--- src/design/tcw_pkg.sv ---
// tcw_pkg: shared types and constants for the text console writer
// operation codes, character codes, register indexes, queue entry and config structs
// no dependencies
`timescale 1ns / 1ps

package tcw_pkg;

  localparam int COL_W  = 7;
  localparam int ROW_W  = 5;
  localparam int POS_W  = 12;
  localparam int CHAR_W = 8;
  localparam int ATTR_W = 8;
  localparam int CELL_W = CHAR_W + ATTR_W;

  // operation codes on in_op
  localparam logic [2:0] OP_PUT   = 3'd0;
  localparam logic [2:0] OP_SET   = 3'd1;
  localparam logic [2:0] OP_MOVE  = 3'd2;
  localparam logic [2:0] OP_READ  = 3'd3;
  localparam logic [2:0] OP_CLEAR = 3'd4;

  // character codes
  localparam logic [CHAR_W-1:0] CH_NEWLINE = 8'd10;
  localparam logic [CHAR_W-1:0] CH_CARET   = 8'd94;
  localparam logic [CHAR_W-1:0] CH_W       = 8'd119;
  localparam logic [CHAR_W-1:0] CH_R       = 8'd114;
  localparam logic [CHAR_W-1:0] CH_P       = 8'd112;
  localparam logic [CHAR_W-1:0] CH_SPACE   = 8'd32;

  // configuration register indexes
  localparam logic [1:0] CFG_WHITE = 2'd0;
  localparam logic [1:0] CFG_RED   = 2'd1;
  localparam logic [1:0] CFG_PINK  = 2'd2;

  localparam logic [ATTR_W-1:0] ATTR_WHITE_RST = 8'd15;
  localparam logic [ATTR_W-1:0] ATTR_RED_RST   = 8'd12;
  localparam logic [ATTR_W-1:0] ATTR_PINK_RST  = 8'd13;

  typedef enum logic [2:0] {
    K_PUT,
    K_SET,
    K_MOVE,
    K_READ,
    K_CLEAR,
    K_NOP
  } kind_t;

  typedef struct packed {
    kind_t              kind;
    logic [CHAR_W-1:0]  char_code;
    logic signed [7:0]  x_value;
    logic signed [7:0]  y_value;
    logic               is_nl;
    logic               is_caret;
    logic               is_w;
    logic               is_r;
    logic               is_p;
    logic               rd_ok;
    logic [POS_W-1:0]   rd_addr;
  } q_entry_t;

  typedef struct packed {
    logic [ATTR_W-1:0] white;
    logic [ATTR_W-1:0] red;
    logic [ATTR_W-1:0] pink;
  } attr_cfg_t;

endpackage

--- src/design/tcw_queue.sv ---
// tcw_queue: two-entry queue of decoded words between front and back
// depends on tcw_pkg
`timescale 1ns / 1ps

module tcw_queue (
  input  logic              clk,
  input  logic              rst_n,
  input  logic              push,
  input  tcw_pkg::q_entry_t push_entry,
  output logic              full,
  input  logic              pop,
  output logic              head_valid,
  output tcw_pkg::q_entry_t head_entry
);

  tcw_pkg::q_entry_t mem_r [2];
  logic       wr_ptr_r, wr_ptr_nxt;
  logic       rd_ptr_r, rd_ptr_nxt;
  logic [1:0] cnt_r, cnt_nxt;

  assign full       = (cnt_r == 2'd2);
  assign head_valid = (cnt_r != 2'd0);
  assign head_entry = mem_r[rd_ptr_r];

  always_comb begin
    wr_ptr_nxt = push ? ~wr_ptr_r : wr_ptr_r;
    rd_ptr_nxt = pop ? ~rd_ptr_r : rd_ptr_r;
    cnt_nxt    = cnt_r + 2'(push) - 2'(pop);
  end

  always_ff @(posedge clk) begin
    if (!rst_n) begin
      wr_ptr_r <= 1'b0;
      rd_ptr_r <= 1'b0;
      cnt_r    <= 2'd0;
    end else begin
      wr_ptr_r <= wr_ptr_nxt;
      rd_ptr_r <= rd_ptr_nxt;
      cnt_r    <= cnt_nxt;
    end
  end

  always_ff @(posedge clk) begin
    if (push) begin
      mem_r[wr_ptr_r] <= push_entry;
    end
  end

endmodule

--- config.mk ---
export PLATFORM = sky130hd
export DESIGN_NAME = tcw_queue
export DESIGN_NICKNAME = d
export VERILOG_FILES = /design/src/design/tcw_pkg.sv /design/src/design/tcw_queue.sv
export SDC_FILE = /design/constraint.sdc
export NUM_CORES = 1
export LEC_CHECK = 0
export BUFFER_PORTS_ARGS = -buffer_cell sky130_fd_sc_hd__buf_2
export CAP_MARGIN = 20
export CELL_PAD_IN_SITES_DETAIL_PLACEMENT = 1
export CELL_PAD_IN_SITES_GLOBAL_PLACEMENT = 1
export CORE_ASPECT_RATIO = 0.75
export CORE_MARGIN = 10
export CORE_UTILIZATION = 46
export CTS_BUF_LIST = sky130_fd_sc_hd__clkbuf_2
export DETAILED_ROUTE_END_ITERATION = 10
export PLACE_DENSITY_LB_ADDON = 0.08
export SLEW_MARGIN = 15
export SYNTH_ARGS = -nofsm -noshare
export SYNTH_HDL_FRONTEND = slang
export SYNTH_SLANG_ARGS = --single-unit
--- constraint.sdc ---
create_clock -name clk -period 3.1 [get_ports clk]
set_input_delay 0.31 -clock clk [delete_from_list [all_inputs] [get_ports clk]]
set_output_delay 0.31 -clock clk [all_outputs]
set_load 0.005 [all_outputs]
==> run summary <==
Worst IR Drop VDD -> 0.292 mV
Status -> complete, no violations
Place WS -> 1280 ps
Initial DRC count -> 63
Clock Path Buffers -> 2
Synth warn -> 0
Clk Latency, worst-skew pair -> 520 ps
Antenna Nets Post-Route -> 0
# fillers -> 726
Leak -> 1.94 nW
Number of flops mapped to enable cells by yosys -> 90
Vias -> 1943
WP depth -> 3
Worst Setup EP -> head_entry[1]
Share of layout cells above drive strength 1 -> 51.1%
Initial antenna violation count -> 0
Clock sinks -> 95
# rows -> 28
Area leader, netlist -> edfxtp_1
Worst Max-Slew Pin Slew -> 685 ps
TritonCTS buffer count -> 9
Fin cells -> 422
Slowest stage cell on the critical path -> dfxtp_2
Die area -> 0.0120 sq mm
Largest stage delay, worst path -> 740 ps
Final Hold Viols -> 0
Nature of the critical path endpoint -> output port
Die height -> 97.4 um
Clk root buf -> clkbuf_2
Post-synthesis cell type count -> 14
FMAX -> 421 MHz
Crit-path leading delay family -> flip-flops
Worst r2r src -> wr_ptr_r
Residual DRC -> 0
Gr usage total -> 13.0%
Final Skew -> 19.6 ps
Worst setup margin -> 723 ps
Max Slew Vio Count -> 0
Placed insts -> 360
Drt first pass iters -> 6
Nets -> 363
Setup violation total in the final timing report -> 0
Mapped Nets -> 212
Die width -> 123 um
Min-delay worst type -> primary input to register
Sequential share of the synthesized area -> 76.2%
Area share of the largest cell type after synthesis -> 73.5%
CP Class -> register to output port
Initial Util -> 46.9%
Power per cell area -> 507 mW/mm^2
Ys flop type -> edfxtp_1
Gpl congestion -> 0.678
Synthesized area per cell -> 22.8 sq um
Synthesized flop and latch total -> 95
Core area -> 0.00785 sq mm
First-pass GRT wire length -> 11900 um
Tcrit/Tclk final -> 76.7%
Final Util -> 61.6%
RR Endpoint -> mem_r[1][25]
TritonCTS clock tree -> yes
Total Wirelength -> 7550 um
Vias in the first global route -> 2178
IO Count -> 96
Maximum fanout along the worst path -> 30
Crit-path cells -> buf_12 > mux2_2 > buf_2
Async SR Flop Fraction -> 0%
Hpwl dp -> 5110 um
RSZ-0062 raised after global routing -> false
Worst path arrival time -> 2070 ps
Most common cell in the synthesized netlist -> edfxtp_1
Top cells by count, synth -> 90 x edfxtp_1, 40 x mux2_4, 5 x dfxtp_1, 5 x mux2_2
Port-buffer cells -> 95
Syn Std Cell Area -> 0.00368 sq mm
Tmin final -> 2380 ps
Worst R2R Setup Slack -> 1580 ps
CP required -> 2790 ps
Max-cap check violation count -> 0
WL/cell -> 17.9 um
Relative slew margins -> 54.3%
CTS resizes -> 0
Sum Neg Setup Slack -> 0 ps
Largest net degree at the start of global routing -> 31
Post-CTS Setup Inserts -> 0
Layout area overhead -> 31.3%
Clock transition at path regs -> 210 ps
Synth Instances -> 161
Synth area leaders -> edfxtp_1 73%, mux2_4 16%, dfxtp_1 2.7%
Worst setup SP type -> register
R2r worst-path depth -> 2
Crit path buf inv count -> 2
# diodes -> 0
Htree depth -> 3
Routed vias/inst -> 4.60
Global route total overflow -> 0
[per-stage QoR]
| stage | area, sq um | hold slack, ps | total power (W) |
|---|---|---|---|
| CTS | 4830 | 73.2 | 0.00249 |
| detailed placement | 4260 | 502 | 0.00188 |
| global placement | 4260 | 497 | 0.00187 |
| floorplan | 3680 | 409 | 0.00174 |
| global route | 4830 | 74.7 | 0.00257 |
| finish | 4830 | 138 | 0.00245 |
[cell type report]
cell class	count	area [sq um]	area share, %
clock inverter	6	61.3	1.27
inverter	2	7.51	0.155
sequential	95	2800	58.0
multi-input combinational	59	786	16.3
tap	105	131	2.72
clock buffer	10	50.0	1.04
timing repair buffer	145	991	20.5
[how the worst min path moves through the flow]
| stage | start | to | cells past startpoint |
|---|---|---|---|
| floorplan | push_entry[0] | mem_r[0][0] | 0 |
| global placement | push_entry[5] | mem_r[0][5] | 1 |
| detailed placement | push_entry[21] | mem_r[1][21] | 1 |
| CTS | push | wr_ptr_r | 3 |
| global route | push | wr_ptr_r | 3 |
| finish | push | wr_ptr_r | 3 |
[worst reg2reg max path, cell delays in order (launching register included)]
cell	delay (ps)
dfxtp_1	430
and2_2	490
buf_4	340
[logic make-up (layout without fill, tap and decap cells)]
| logic type | Yosys count | in the layout | share of synthesized area (%) |
|---|---|---|---|
| XOR/XNOR | 2 | 2 | 0.850 |
| AO/OA/AOI/OAI | 1 | 1 | 0.204 |
| multiplexers | 45 | 45 | 17.9 |
| buffers and inverters | 7 | 163 | 2.69 |
| adder cells (fa/ha/maj) | 2 | 2 | 0.680 |
| flip-flops | 95 | 95 | 76.2 |
| AND/OR/NAND/NOR | 9 | 9 | 1.53 |
[per-layer routing]
layer / vias up / part of all wire [%] / track usage, %
li1: 925 / - / -
met1: 947 / 40 / 14.6
met2: 63 / 52 / 22.0
met3: 8 / 7.9 / 5.57
met4: 0 / 0.60 / 3.49
met5: - / 0 / 0
[registers in the layout, summed over array words and instances (netlist names), named ones only]
register,cells
mem_r,90
cnt_r,2
rd_ptr_r,1
wr_ptr_r,1
[repair_timing]
item | CTS | global route
hold buffers | 46 | 0
setup endpoints to repair | 0 | 0
hold endpoints to repair | 93 | 0
[layout by cell type (no fill, tap or decap), drive strengths merged]
master       count
and2             4
buf             99
bufinv           1
clkbuf          10
clkinv           3
clkinvlp         2
dfxtp            5
dlygate4sd3     46
edfxtp          90
ha               2
inv              2
mux2            45
nor2b            4
o21a             1
or2              1
xnor3            1
xor2             1
[power by group]
group          total, W  internal (W)  switching (W)
clock          0.000566      0.000185       0.000381
combinational  0.000370      0.000228       0.000142
sequential      0.00151       0.00148      0.0000329
Note: power is estimated with default switching activity, not from simulation.
