`src/design/tcw_pkg.sv`:
```
// tcw_pkg: shared types and constants for the text console writer
// operation codes, character codes, register indexes, queue entry and config structs
// no dependencies
`timescale 1ns / 1ps

package tcw_pkg;

  localparam int COL_W  = 7;
  localparam int ROW_W  = 5;
  localparam int POS_W  = 12;
  localparam int CHAR_W = 8;
  localparam int ATTR_W = 8;
  localparam int CELL_W = CHAR_W + ATTR_W;

  // operation codes on in_op
  localparam logic [2:0] OP_PUT   = 3'd0;
  localparam logic [2:0] OP_SET   = 3'd1;
  localparam logic [2:0] OP_MOVE  = 3'd2;
  localparam logic [2:0] OP_READ  = 3'd3;
  localparam logic [2:0] OP_CLEAR = 3'd4;

  // character codes
  localparam logic [CHAR_W-1:0] CH_NEWLINE = 8'd10;
  localparam logic [CHAR_W-1:0] CH_CARET   = 8'd94;
  localparam logic [CHAR_W-1:0] CH_W       = 8'd119;
  localparam logic [CHAR_W-1:0] CH_R       = 8'd114;
  localparam logic [CHAR_W-1:0] CH_P       = 8'd112;
  localparam logic [CHAR_W-1:0] CH_SPACE   = 8'd32;

  // configuration register indexes
  localparam logic [1:0] CFG_WHITE = 2'd0;
  localparam logic [1:0] CFG_RED   = 2'd1;
  localparam logic [1:0] CFG_PINK  = 2'd2;

  localparam logic [ATTR_W-1:0] ATTR_WHITE_RST = 8'd15;
  localparam logic [ATTR_W-1:0] ATTR_RED_RST   = 8'd12;
  localparam logic [ATTR_W-1:0] ATTR_PINK_RST  = 8'd13;

  typedef enum logic [2:0] {
    K_PUT,
    K_SET,
    K_MOVE,
    K_READ,
    K_CLEAR,
    K_NOP
  } kind_t;

  typedef struct packed {
    kind_t              kind;
    logic [CHAR_W-1:0]  char_code;
    logic signed [7:0]  x_value;
    logic signed [7:0]  y_value;
    logic               is_nl;
    logic               is_caret;
    logic               is_w;
    logic               is_r;
    logic               is_p;
    logic               rd_ok;
    logic [POS_W-1:0]   rd_addr;
  } q_entry_t;

  typedef struct packed {
    logic [ATTR_W-1:0] white;
    logic [ATTR_W-1:0] red;
    logic [ATTR_W-1:0] pink;
  } attr_cfg_t;

endpackage

```
`src/design/tcw_front.sv`:
```
// tcw_front: accepts input words, decodes the operation and classifies the character
// depends on tcw_pkg
`timescale 1ns / 1ps

module tcw_front #(
  parameter int COLS = 80,
  parameter int ROWS = 25
) (
  input  logic                     in_valid,
  output logic                     in_stall,
  input  logic [2:0]               in_op,
  input  logic [tcw_pkg::CHAR_W-1:0] in_char_code,
  input  logic signed [7:0]        in_x_value,
  input  logic signed [7:0]        in_y_value,
  input  logic                     init_busy,
  input  logic                     q_full,
  output logic                     q_push,
  output tcw_pkg::q_entry_t        q_entry
);

  localparam logic [tcw_pkg::POS_W-1:0] COLS_P = tcw_pkg::POS_W'(COLS);
  localparam logic [7:0]                COLS_8 = 8'(COLS);
  localparam logic [7:0]                ROWS_8 = 8'(ROWS);

  logic x_ok;
  logic y_ok;

  assign in_stall = q_full | init_busy;
  assign q_push   = in_valid & ~in_stall;

  // read address only matters when the cell is on screen
  assign x_ok = ~in_x_value[7] && ({1'b0, in_x_value[6:0]} < COLS_8);
  assign y_ok = ~in_y_value[7] && ({1'b0, in_y_value[6:0]} < ROWS_8);

  always_comb begin
    q_entry.char_code = in_char_code;
    q_entry.x_value   = in_x_value;
    q_entry.y_value   = in_y_value;
    q_entry.is_nl     = (in_char_code == tcw_pkg::CH_NEWLINE);
    q_entry.is_caret  = (in_char_code == tcw_pkg::CH_CARET);
    q_entry.is_w      = (in_char_code == tcw_pkg::CH_W);
    q_entry.is_r      = (in_char_code == tcw_pkg::CH_R);
    q_entry.is_p      = (in_char_code == tcw_pkg::CH_P);
    q_entry.rd_ok     = x_ok & y_ok;
    q_entry.rd_addr   = tcw_pkg::POS_W'(in_y_value[4:0]) * COLS_P
                      + tcw_pkg::POS_W'(in_x_value[6:0]);
    unique case (in_op)
      tcw_pkg::OP_PUT:   q_entry.kind = tcw_pkg::K_PUT;
      tcw_pkg::OP_SET:   q_entry.kind = tcw_pkg::K_SET;
      tcw_pkg::OP_MOVE:  q_entry.kind = tcw_pkg::K_MOVE;
      tcw_pkg::OP_READ:  q_entry.kind = tcw_pkg::K_READ;
      tcw_pkg::OP_CLEAR: q_entry.kind = tcw_pkg::K_CLEAR;
      default:           q_entry.kind = tcw_pkg::K_NOP;
    endcase
  end

endmodule

```
`config.mk`:
```
export PLATFORM = sky130hd
export DESIGN_NAME = tcw_front
export DESIGN_NICKNAME = d
export VERILOG_FILES = /design/src/design/tcw_pkg.sv /design/src/design/tcw_front.sv
export SDC_FILE = /design/constraint.sdc
export NUM_CORES = 1
export LEC_CHECK = 0
export ABC_AREA = 1
export BUFFER_PORTS_ARGS = -buffer_cell sky130_fd_sc_hd__buf_2
export CORE_MARGIN = 2
export CORE_UTILIZATION = 33
export DETAILED_ROUTE_END_ITERATION = 12
export PLACE_DENSITY_LB_ADDON = 0.15
export SLEW_MARGIN = 20
export SYNTH_ARGS = -nofsm -noshare
export SYNTH_HDL_FRONTEND = slang
export SYNTH_SLANG_ARGS = --single-unit
```
`constraint.sdc`:
```
create_clock -name vclk -period 3.5
set_input_delay 1.05 -clock vclk [all_inputs]
set_output_delay 1.05 -clock vclk [all_outputs]
set_load 0.02 [all_outputs]
```
==> impl_metrics.ini, run 1 <==
[setup_path]
critPathMaxStageDelay_ns = 0.55
arrival_ns = 2.66
crit_start = in_y_value[3]
crit_buf_inv = 4
endpoint = q_entry[10]
crit_chain = buf_8 -> ha_4 -> ha_4 -> fa_2 -> buf_6 -> nand3_4 -> nor2_4 -> inv_1 -> nand2_1 -> nand2_2 -> buf_6
crit_type = primary input to output pin
cp-start-kind = primary input
worst-path-stages = 11
cp_max_fo = 2
cp-end-kind = output pin
cp.required_ns = 2.45
critPathSlowestCell = fa_2
cpLargestDelayFamily = adder cells

[detailed_routing]
dr_total_vias = 838
drc = 0
route.met2.wl_mm = 1.03
drt-total-wl_mm = 1.95
routedWlPerCell_um = 10.3
wl_met3_um = 119
via_per_inst = 4.41
dr.pass1.iters = 4
drt-initial-drc-count = 5
highest_layer = met3
final_antenna_net_count = 0
drt-met1-wl_um = 798

[pwr]
p_per_area_nw_per_um2 = 211
vdd_drop_max_uv = 143
p_leak_nw = 0.633

[yosys]
syn-cell-area_um2 = 723
avgSynthCellArea_um2 = 6.29
syn_nets = 156
synth.yosys.warnings = 0
synth.distinct_cells = 24
synthCells = 115
seq_area_frac_synth = 0

[timing]
setup-tns-final_ns = -0.674
setup_violations = 4
period_needed_ns = 3.71
max_slew_margin = 0.857
fin_crit_sh = 1.06
setup_slack_ns = -0.211
fmax_ghz = 0.269
drv_slew = 0
grt_setup_unrepaired = yes
holdWs_ns = 2.10
final-hold-violation-count = 0
worstMarginPinSlew_ns = 0.212

[grt]
grt_first_pass_wirelength_mm = 2.98
antenna_found_initial = 0
grtUsageTotal = 0.140
first_global_vias = 747
grt_max_degree = 6
grt_overflow = 0

[layout]
stdcell_count = 190
area_delta_synth_final_pct = 49.5
diodes = 0
num-clock-buffers = 0
drive_above_1_share = 0.564
nNetsFinal = 206
postLayoutCoreUtil = 0.535
ff_latch_area_um2 = 0
numSequentialCells = 0

[floorplanning]
fp.dieH_um = 50.8
ios = 77
die_w_um = 50.8
row_count = 16
start_util = 0.358
fp.dieArea_um2 = 2580
coreArea_um2 = 2020

[placed_design]
gp_congestion = 0.831
dp_slack_ns = -0.288
dp_hpwl_mm = 1.71
dp.cells = 189
port_buffers = 65

[status]
failed_checks = negative setup slack
status = complete, but fails checks

[cts]
postCtsHoldBufs = 0

[job]
drv_cap = 0

[worst_hold_path]
hold_class = primary input to output pin
[logic make-up after synthesis]
family | synth area share
AO/OA/AOI/OAI | 0.0415
adder cells (fa/ha/maj) | 0.211
AND/OR/NAND/NOR | 0.348
buffers and inverters | 0.363
XOR/XNOR | 0.0363
[stage by stage]
step                power (W)  area (um2)
floorplan            0.000146         744
global placement     0.000193         972
detailed placement   0.000195         972
CTS                  0.000215        1030
global route         0.000249        1080
finish               0.000228        1080
[layer usage]
layer  vias to the layer above  track usage
li1                        436            -
met1                       360        0.188
met2                        42        0.268
met3                         0            0
met4                         0            0
met5                         -            0
[cells in the mapped netlist (all sizes together)]
cell type	number	area, um2
buf	28	210
nand2	24	92.6
inv	12	45.0
nor2	11	48.8
ha	9	113
nand3	8	45.0
nor4	4	25.0
nor3	3	15.0
fa	2	40.0
nand4	2	12.5
o21ai	2	10.0
or2	2	12.5
xor2	2	17.5
a21o	1	7.51
a21oi	1	5.00
clkbuf	1	3.75
clkinv	1	3.75
o21a	1	7.51
xnor2	1	8.76
[what timing repair did]
item / 4_1_cts / 5_1_grt
buffers inserted: 1 / 2
setup endpoints to repair: 4 / 4
pin swaps: 9 / 6
gates resized for setup: 16 / 7
[layout make-up]
type / count / area (um2)
timing repair buffer: 77 / 459
inverter: 13 / 50.0
fill: 211 / 941
tap: 27 / 33.8
multi-input combinational: 73 / 538
[cell usage in the layout, fill, tap and decap left out]
| master | count |
|---|---|
| buf_8 | 1 |
| nor2_1 | 10 |
| xor2_1 | 2 |
| fa_1 | 1 |
| xnor2_2 | 1 |
| nand3_4 | 1 |
| a21o_1 | 1 |
| o21a_1 | 1 |
| ha_4 | 4 |
| buf_4 | 13 |
| nand2_1 | 19 |
| buf_2 | 58 |
| inv_1 | 11 |
| nor3_1 | 3 |
| nor4_1 | 4 |
| nand2_2 | 5 |
| or2_1 | 2 |
| clkinv_2 | 1 |
| buf_6 | 5 |
| ha_1 | 5 |
| inv_2 | 1 |
| o21ai_0 | 1 |
| a21oi_1 | 1 |
| o21ai_1 | 1 |
| nand4_1 | 2 |
| nor2_4 | 1 |
| nand3_1 | 7 |
| fa_2 | 1 |
[report_power, final]
group | leakage [nW] | internal (W) | switching, W
sequential | 0 | 0 | 0
clock | 0 | 0 | 0
combinational | 0.633 | 0.000104 | 0.000125
[worst min-delay path by stage]
stage / slack [ns] / endpoint / depth (start not counted) / from
finish: 2.10 / q_entry[28] / 0 / in_x_value[2]
detailed placement: 2.10 / q_entry[28] / 0 / in_x_value[2]
floorplan: 2.18 / q_entry[43] / 1 / in_op[2]
global placement: 2.10 / q_entry[28] / 0 / in_x_value[2]
CTS: 2.10 / q_entry[28] / 0 / in_x_value[2]
global route: 2.10 / q_entry[28] / 0 / in_x_value[2]
Power figures use the tool's default switching activity.
==> run 2, diff against run 1 <==
--- a/config.mk
+++ b/config.mk
@@ -5,10 +5,9 @@
 export SDC_FILE = /design/constraint.sdc
 export NUM_CORES = 1
 export LEC_CHECK = 0
-export ABC_AREA = 1
 export BUFFER_PORTS_ARGS = -buffer_cell sky130_fd_sc_hd__buf_2
 export CORE_MARGIN = 2
-export CORE_UTILIZATION = 33
+export CORE_UTILIZATION = 31
 export DETAILED_ROUTE_END_ITERATION = 12
 export PLACE_DENSITY_LB_ADDON = 0.15
 export SLEW_MARGIN = 20
==> run 2 against run 1 <==
  * The run still ends with negative setup slack left
  * Setup slack better by 0.053 ns
  * Combinational power up 2%
  * Non-clock buffer count down 1
  * First-iteration DRC count down 20%
  * Area after synthesis down 13%
  * Sequential share of layout area unchanged
  * Design area down 4.1%
  * Wire length down 19%
  * Total power up 1.7%
  * Critical path depth down 3
  * Utilization down 0.050 points
  * Maximum frequency up 1.5%
  * Critical endpoint is now q_entry[9]
==> impl_metrics.ini, run 2 <==
[status]
status = complete, but fails checks
failed_checks = negative setup slack

[floorplanning]
ios = 77
start_util = 0.325
row_count = 16
coreArea_um2 = 1940
die_w_um = 49.1
fp.dieH_um = 49.1
fp.dieArea_um2 = 2420

[yosys]
synth-adder-area-share = 0.242
synth-compound-area-share = 0.109
synth.distinct_cells = 25
synth_most_common_cell = buf_4
synth_top_family_by_area = buffers and inverters
synthTopCellsByCount = buf_4 (28), ha_1 (9), a21o_1 (4), nor2_1 (4), xor2_1 (4)
yosys-top-cells-area = buf_4 (33%), ha_1 (18%), fa_1 (6.3%), xor2_1 (5.5%), a21o_1 (4.8%)
synth-simple-area-share = 0.208
syn-cell-area_um2 = 632
syn_nets = 119
synth.yosys.warnings = 0
synth_top_area_frac = 0.333
synthXorXnorAreaFrac = 0.0970
seq_area_frac_synth = 0
avgSynthCellArea_um2 = 8.10
synthMuxAreaShare = 0
yosysTopAreaCell = buf_4
synthCells = 78

[timing]
fmax_ghz = 0.273
period_needed_ns = 3.66
setup_violations = 4
setup_slack_ns = -0.157
max_slew_margin = 0.786
drv_slew = 0
worstMarginPinSlew_ns = 0.319
fin_crit_sh = 1.04
grt_setup_unrepaired = yes
setup-tns-final_ns = -0.482
final-hold-violation-count = 0

[detailed_routing]
dr.pass1.iters = 2
via_per_inst = 4.34
dr_total_vias = 659
drt-initial-drc-count = 4
final_antenna_net_count = 0
drc = 0
routedWlPerCell_um = 10.4
drt-total-wl_mm = 1.59

[setup_path]
cp.required_ns = 2.45
crit_type = primary input to output pin
crit_start = in_y_value[3]
arrival_ns = 2.61
endpoint = q_entry[9]
cp-start-kind = primary input
cp_max_fo = 3
cp-end-kind = output pin

[layout]
final_cell_mix = buf_2 (59), buf_4 (11), buf_6 (5)
num-clock-buffers = 0
drive_above_1_share = 0.800
ff_latch_area_um2 = 0
area_delta_synth_final_pct = 64.2
n_fill_cell = 217
diodes = 0
numSequentialCells = 0
stdcell_count = 152
layout_commonest_cell = buf_2
nNetsFinal = 168

[placed_design]
dp.cells = 152
port_buffers = 65
dp_slack_ns = -0.229
gp_congestion = 0.645
dp_hpwl_mm = 1.36

[pwr]
p_leak_nw = 0.557
p_per_area_nw_per_um2 = 224
vdd_drop_max_uv = 162

[grt]
grt_first_pass_wirelength_mm = 2.49
grt_util_met1 = 0.148
grt_max_degree = 7
antenna_found_initial = 0
grtUsageMet3 = 0.0184
grt_busiest_layer = met2
first_global_vias = 591
grtUsageTotal = 0.121
grt_overflow = 0
globalRouteMet2Util = 0.232

[worst_hold_path]
hold_class = primary input to output pin

[job]
drv_cap = 0

[cts]
postCtsHoldBufs = 0
run 2: what timing repair did:
item,in CTS,in global routing
setup buffers,0,0
pin swaps,8,10
gates resized for setup,16,6
setup endpoints to repair,4,5
run 2: final cells by class:
| type | instances | area, um2 | share of cell area |
|---|---|---|---|
| inverters | 1 | 3.75 | 0.00362 |
| multi-input cells | 48 | 551 | 0.531 |
| well taps | 27 | 33.8 | 0.0326 |
| repair buffers | 76 | 449 | 0.433 |
run 2: per-stage QoR:
step           cell area (um2)  power (W)   util  hold slack (ns)
3_3_place_gp               953   0.000201  0.491             2.10
6_report                  1040   0.000232  0.534             2.10
3_5_place_dp               953   0.000202  0.491             2.10
2_1_floorplan              726   0.000152      -             2.15
5_1_grt                   1040   0.000248  0.534             2.10
4_1_cts                   1000   0.000222  0.517             2.10
run 2: power by group:
| group | internal, W | switching (W) |
|---|---|---|
| combinational | 0.000112 | 0.000121 |
| clock | 0 | 0 |
| sequential | 0 | 0 |
| total | 0.000112 | 0.000121 |
run 2: cell families (layout without fill, tap and decap cells):
family,after synthesis,in the layout
adders and majority gates,11,11
buffers and inverters,30,77
and+or+nand+nor,20,20
AOI/OAI and AO/OA,10,10
xor gates and xnor gates,7,7
run 2: layer usage:
layer / up-vias / routed length [um]
met5: - / 0
met3: 0 / 107
met4: 0 / 0
met1: 302 / 610
li1: 338 / -
met2: 19 / 870
run 2: worst max-delay path, cell delays in order:
cell     delay, ns
buf_8         0.10
ha_4          0.23
ha_4          0.16
fa_2          0.57
nand2_2       0.07
nor2_4        0.11
xor2_2        0.17
buf_6         0.14
run 2: worst min-delay path by stage:
stage / startpoint / endpoint / slack (ns) / cells after the start
floorplan: in_char_code[2] / q_entry[17] / 2.15 / 1
global placement: in_x_value[1] / q_entry[27] / 2.10 / 0
detailed placement: in_x_value[1] / q_entry[27] / 2.10 / 0
CTS: in_x_value[1] / q_entry[27] / 2.10 / 0
global route: in_x_value[2] / q_entry[2] / 2.10 / 0
finish: in_x_value[2] / q_entry[28] / 2.10 / 0
==> run 3, diff against run 2 <==
==> constraint.sdc (replaced) <==
create_clock -name vclk -period 3.5
set_input_delay 1.05 -clock vclk [all_inputs]
set_output_delay 1.05 -clock vclk [all_outputs]
set_load 0.05 [all_outputs]
==> run 3 against run 2 <==
  * The run still ends with negative setup slack left
  * Hold slack barely moved
  * Via count is 5.3% higher
  * Flip-flop and latch count unchanged
  * Global-route usage is 1.6 points higher
  * Wire length rose by 3.2%
  * Cell count rose by 2.6%
  * Combinational power is 49% higher
  * Non-clock buffer count rose by 4
  * First-iteration DRC count is 25% lower
  * Die area is the same
  * Maximum frequency is 1.5% lower
  * Design area is 9.9% higher
  * Critical endpoint is now q_entry[10]
  * Largest cell class unchanged
  * Highest routed layer unchanged
==> impl_metrics.ini, run 3 (synthesized netlist as in run 2, its figures left out) <==
[status]
failed_checks = negative setup slack
status = complete, but fails checks

[setup_path]
crit_type = primary input to output pin
cp_max_fo = 3
cp-end-kind = output pin
cp.required_ns = 2.45
cp-start-kind = primary input
arrival_ns = 2.66

[worst_hold_path]
hold-path-cell-count = 0
hold_class = primary input to output pin
min-delay-start = in_x_value[0]
min_to = q_entry[26]

[timing]
drv_slew = 0
setup_violations = 4
period_needed_ns = 3.71
holdWs_ns = 2.10
fin_crit_sh = 1.06
setup_slack_ns = -0.214
grt_setup_unrepaired = yes
fmax_ghz = 0.269
final-hold-violation-count = 0
worstMarginPinSlew_ns = 0.316
max_slew_margin = 0.789

[layout]
area_delta_synth_final_pct = 80.4
postLayoutCoreUtil = 0.587
nNetsFinal = 172
final_cell_mix = buf_2 (58), buf_4 (14), buf_6 (7)
numSequentialCells = 0
drive_above_1_share = 0.806
diodes = 0
n_fill_cell = 187
multiInputGateArea_um2 = 613
layout_commonest_cell = buf_2
num-clock-buffers = 0
ff_latch_area_um2 = 0
final_area_um2 = 1140

[floorplanning]
start_util = 0.325
fp.dieH_um = 49.1
row_count = 16
ios = 77
coreArea_um2 = 1940
die_w_um = 49.1
fp.dieArea_um2 = 2420

[grt]
grtUsageTotal = 0.137
grt_first_pass_wirelength_mm = 2.75
grt_overflow = 0
grt_max_degree = 7
antenna_found_initial = 0
first_global_vias = 649

[detailed_routing]
dr_total_vias = 694
routedWlPerCell_um = 10.5
dr.pass1.iters = 4
drt-total-wl_mm = 1.64
via_per_inst = 4.45
drt-initial-drc-count = 3
final_antenna_net_count = 0
drc = 0

[placed_design]
dp_hpwl_mm = 1.36
port_buffers = 65
dp_slack_ns = -0.420
gp_congestion = 0.638
place_area_um2 = 1020

[pwr]
p_comb_frac = 1.000
p_total_w = 0.000346
p_int_w = 0.000132
pwr-share-seq = 0
vdd_drop_max_uv = 172
p_leak_nw = 0.589
switching_share = 0.619
power_frac_clock = 0
p_per_area_nw_per_um2 = 304
switchingPower_w = 0.000214

[job]
drv_cap = 0
-- run 3: metrics by stage --
| step | std cells | setup TNS, ns |
|---|---|---|
| 6_report | 156 | -0.785 |
| 5_1_grt | 156 | -0.987 |
| 4_1_cts | 156 | -0.765 |
| 3_5_place_dp | 154 | -1.35 |
| 3_3_place_gp | 154 | -1.30 |
| 2_1_floorplan | 78 | -0.728 |
-- run 3: worst max path at each step --
| stage | from | depth (start not counted) | to | slack (ns) |
|---|---|---|---|---|
| 2_1_floorplan | in_y_value[1] | 6 | q_entry[11] | -0.20 |
| 3_3_place_gp | in_y_value[2] | 8 | q_entry[11] | -0.39 |
| 3_5_place_dp | in_y_value[2] | 8 | q_entry[11] | -0.42 |
| 4_1_cts | in_y_value[1] | 8 | q_entry[11] | -0.22 |
| 5_1_grt | in_y_value[1] | 8 | q_entry[11] | -0.26 |
| 6_report | in_y_value[1] | 8 | q_entry[10] | -0.21 |
-- run 3: what timing repair did --
| item | CTS | global route |
|---|---|---|
| cloned | 0 | 0 |
| setup buffers | 2 | 1 |
| setup endpoints to repair | 6 | 5 |
| hold buffers | 0 | 0 |
| pin swaps | 7 | 4 |
| resized for setup | 20 | 6 |
| endpoints found under the hold margin | 0 | 0 |
-- run 3: critical path, stage by stage --
cell,delay (ns)
buf_8,0.10
ha_4,0.23
ha_4,0.16
fa_2,0.56
buf_4,0.13
nand3_4,0.08
xnor2_4,0.17
buf_6,0.18
-- run 3: power by group through the flow --
| stage | Sequential [W] | Combinational [W] | Clock [W] |
|---|---|---|---|
| floorplan | 0 | 0.000263 | 0 |
| global placement | 0 | 0.000305 | 0 |
| detailed placement | 0 | 0.000307 | 0 |
| CTS | 0 | 0.000344 | 0 |
| global route | 0 | 0.000367 | 0 |
| finish | 0 | 0.000346 | 0 |
-- run 3: layout make-up --
type | instances | share of cell area
inverters | 1 | 0.00329
multi-input cells | 48 | 0.538
repair buffers | 80 | 0.429
well taps | 27 | 0.0296
-- run 3: metal layers --
| metal | vias to the layer above | track usage | wire, um |
|---|---|---|---|
| met1 | 305 | 0.162 | 583 |
| met4 | 0 | 0.00476 | 0 |
| met5 | - | 0 | 0 |
| met2 | 40 | 0.273 | 888 |
| li1 | 349 | - | - |
| met3 | 0 | 0.0153 | 166 |
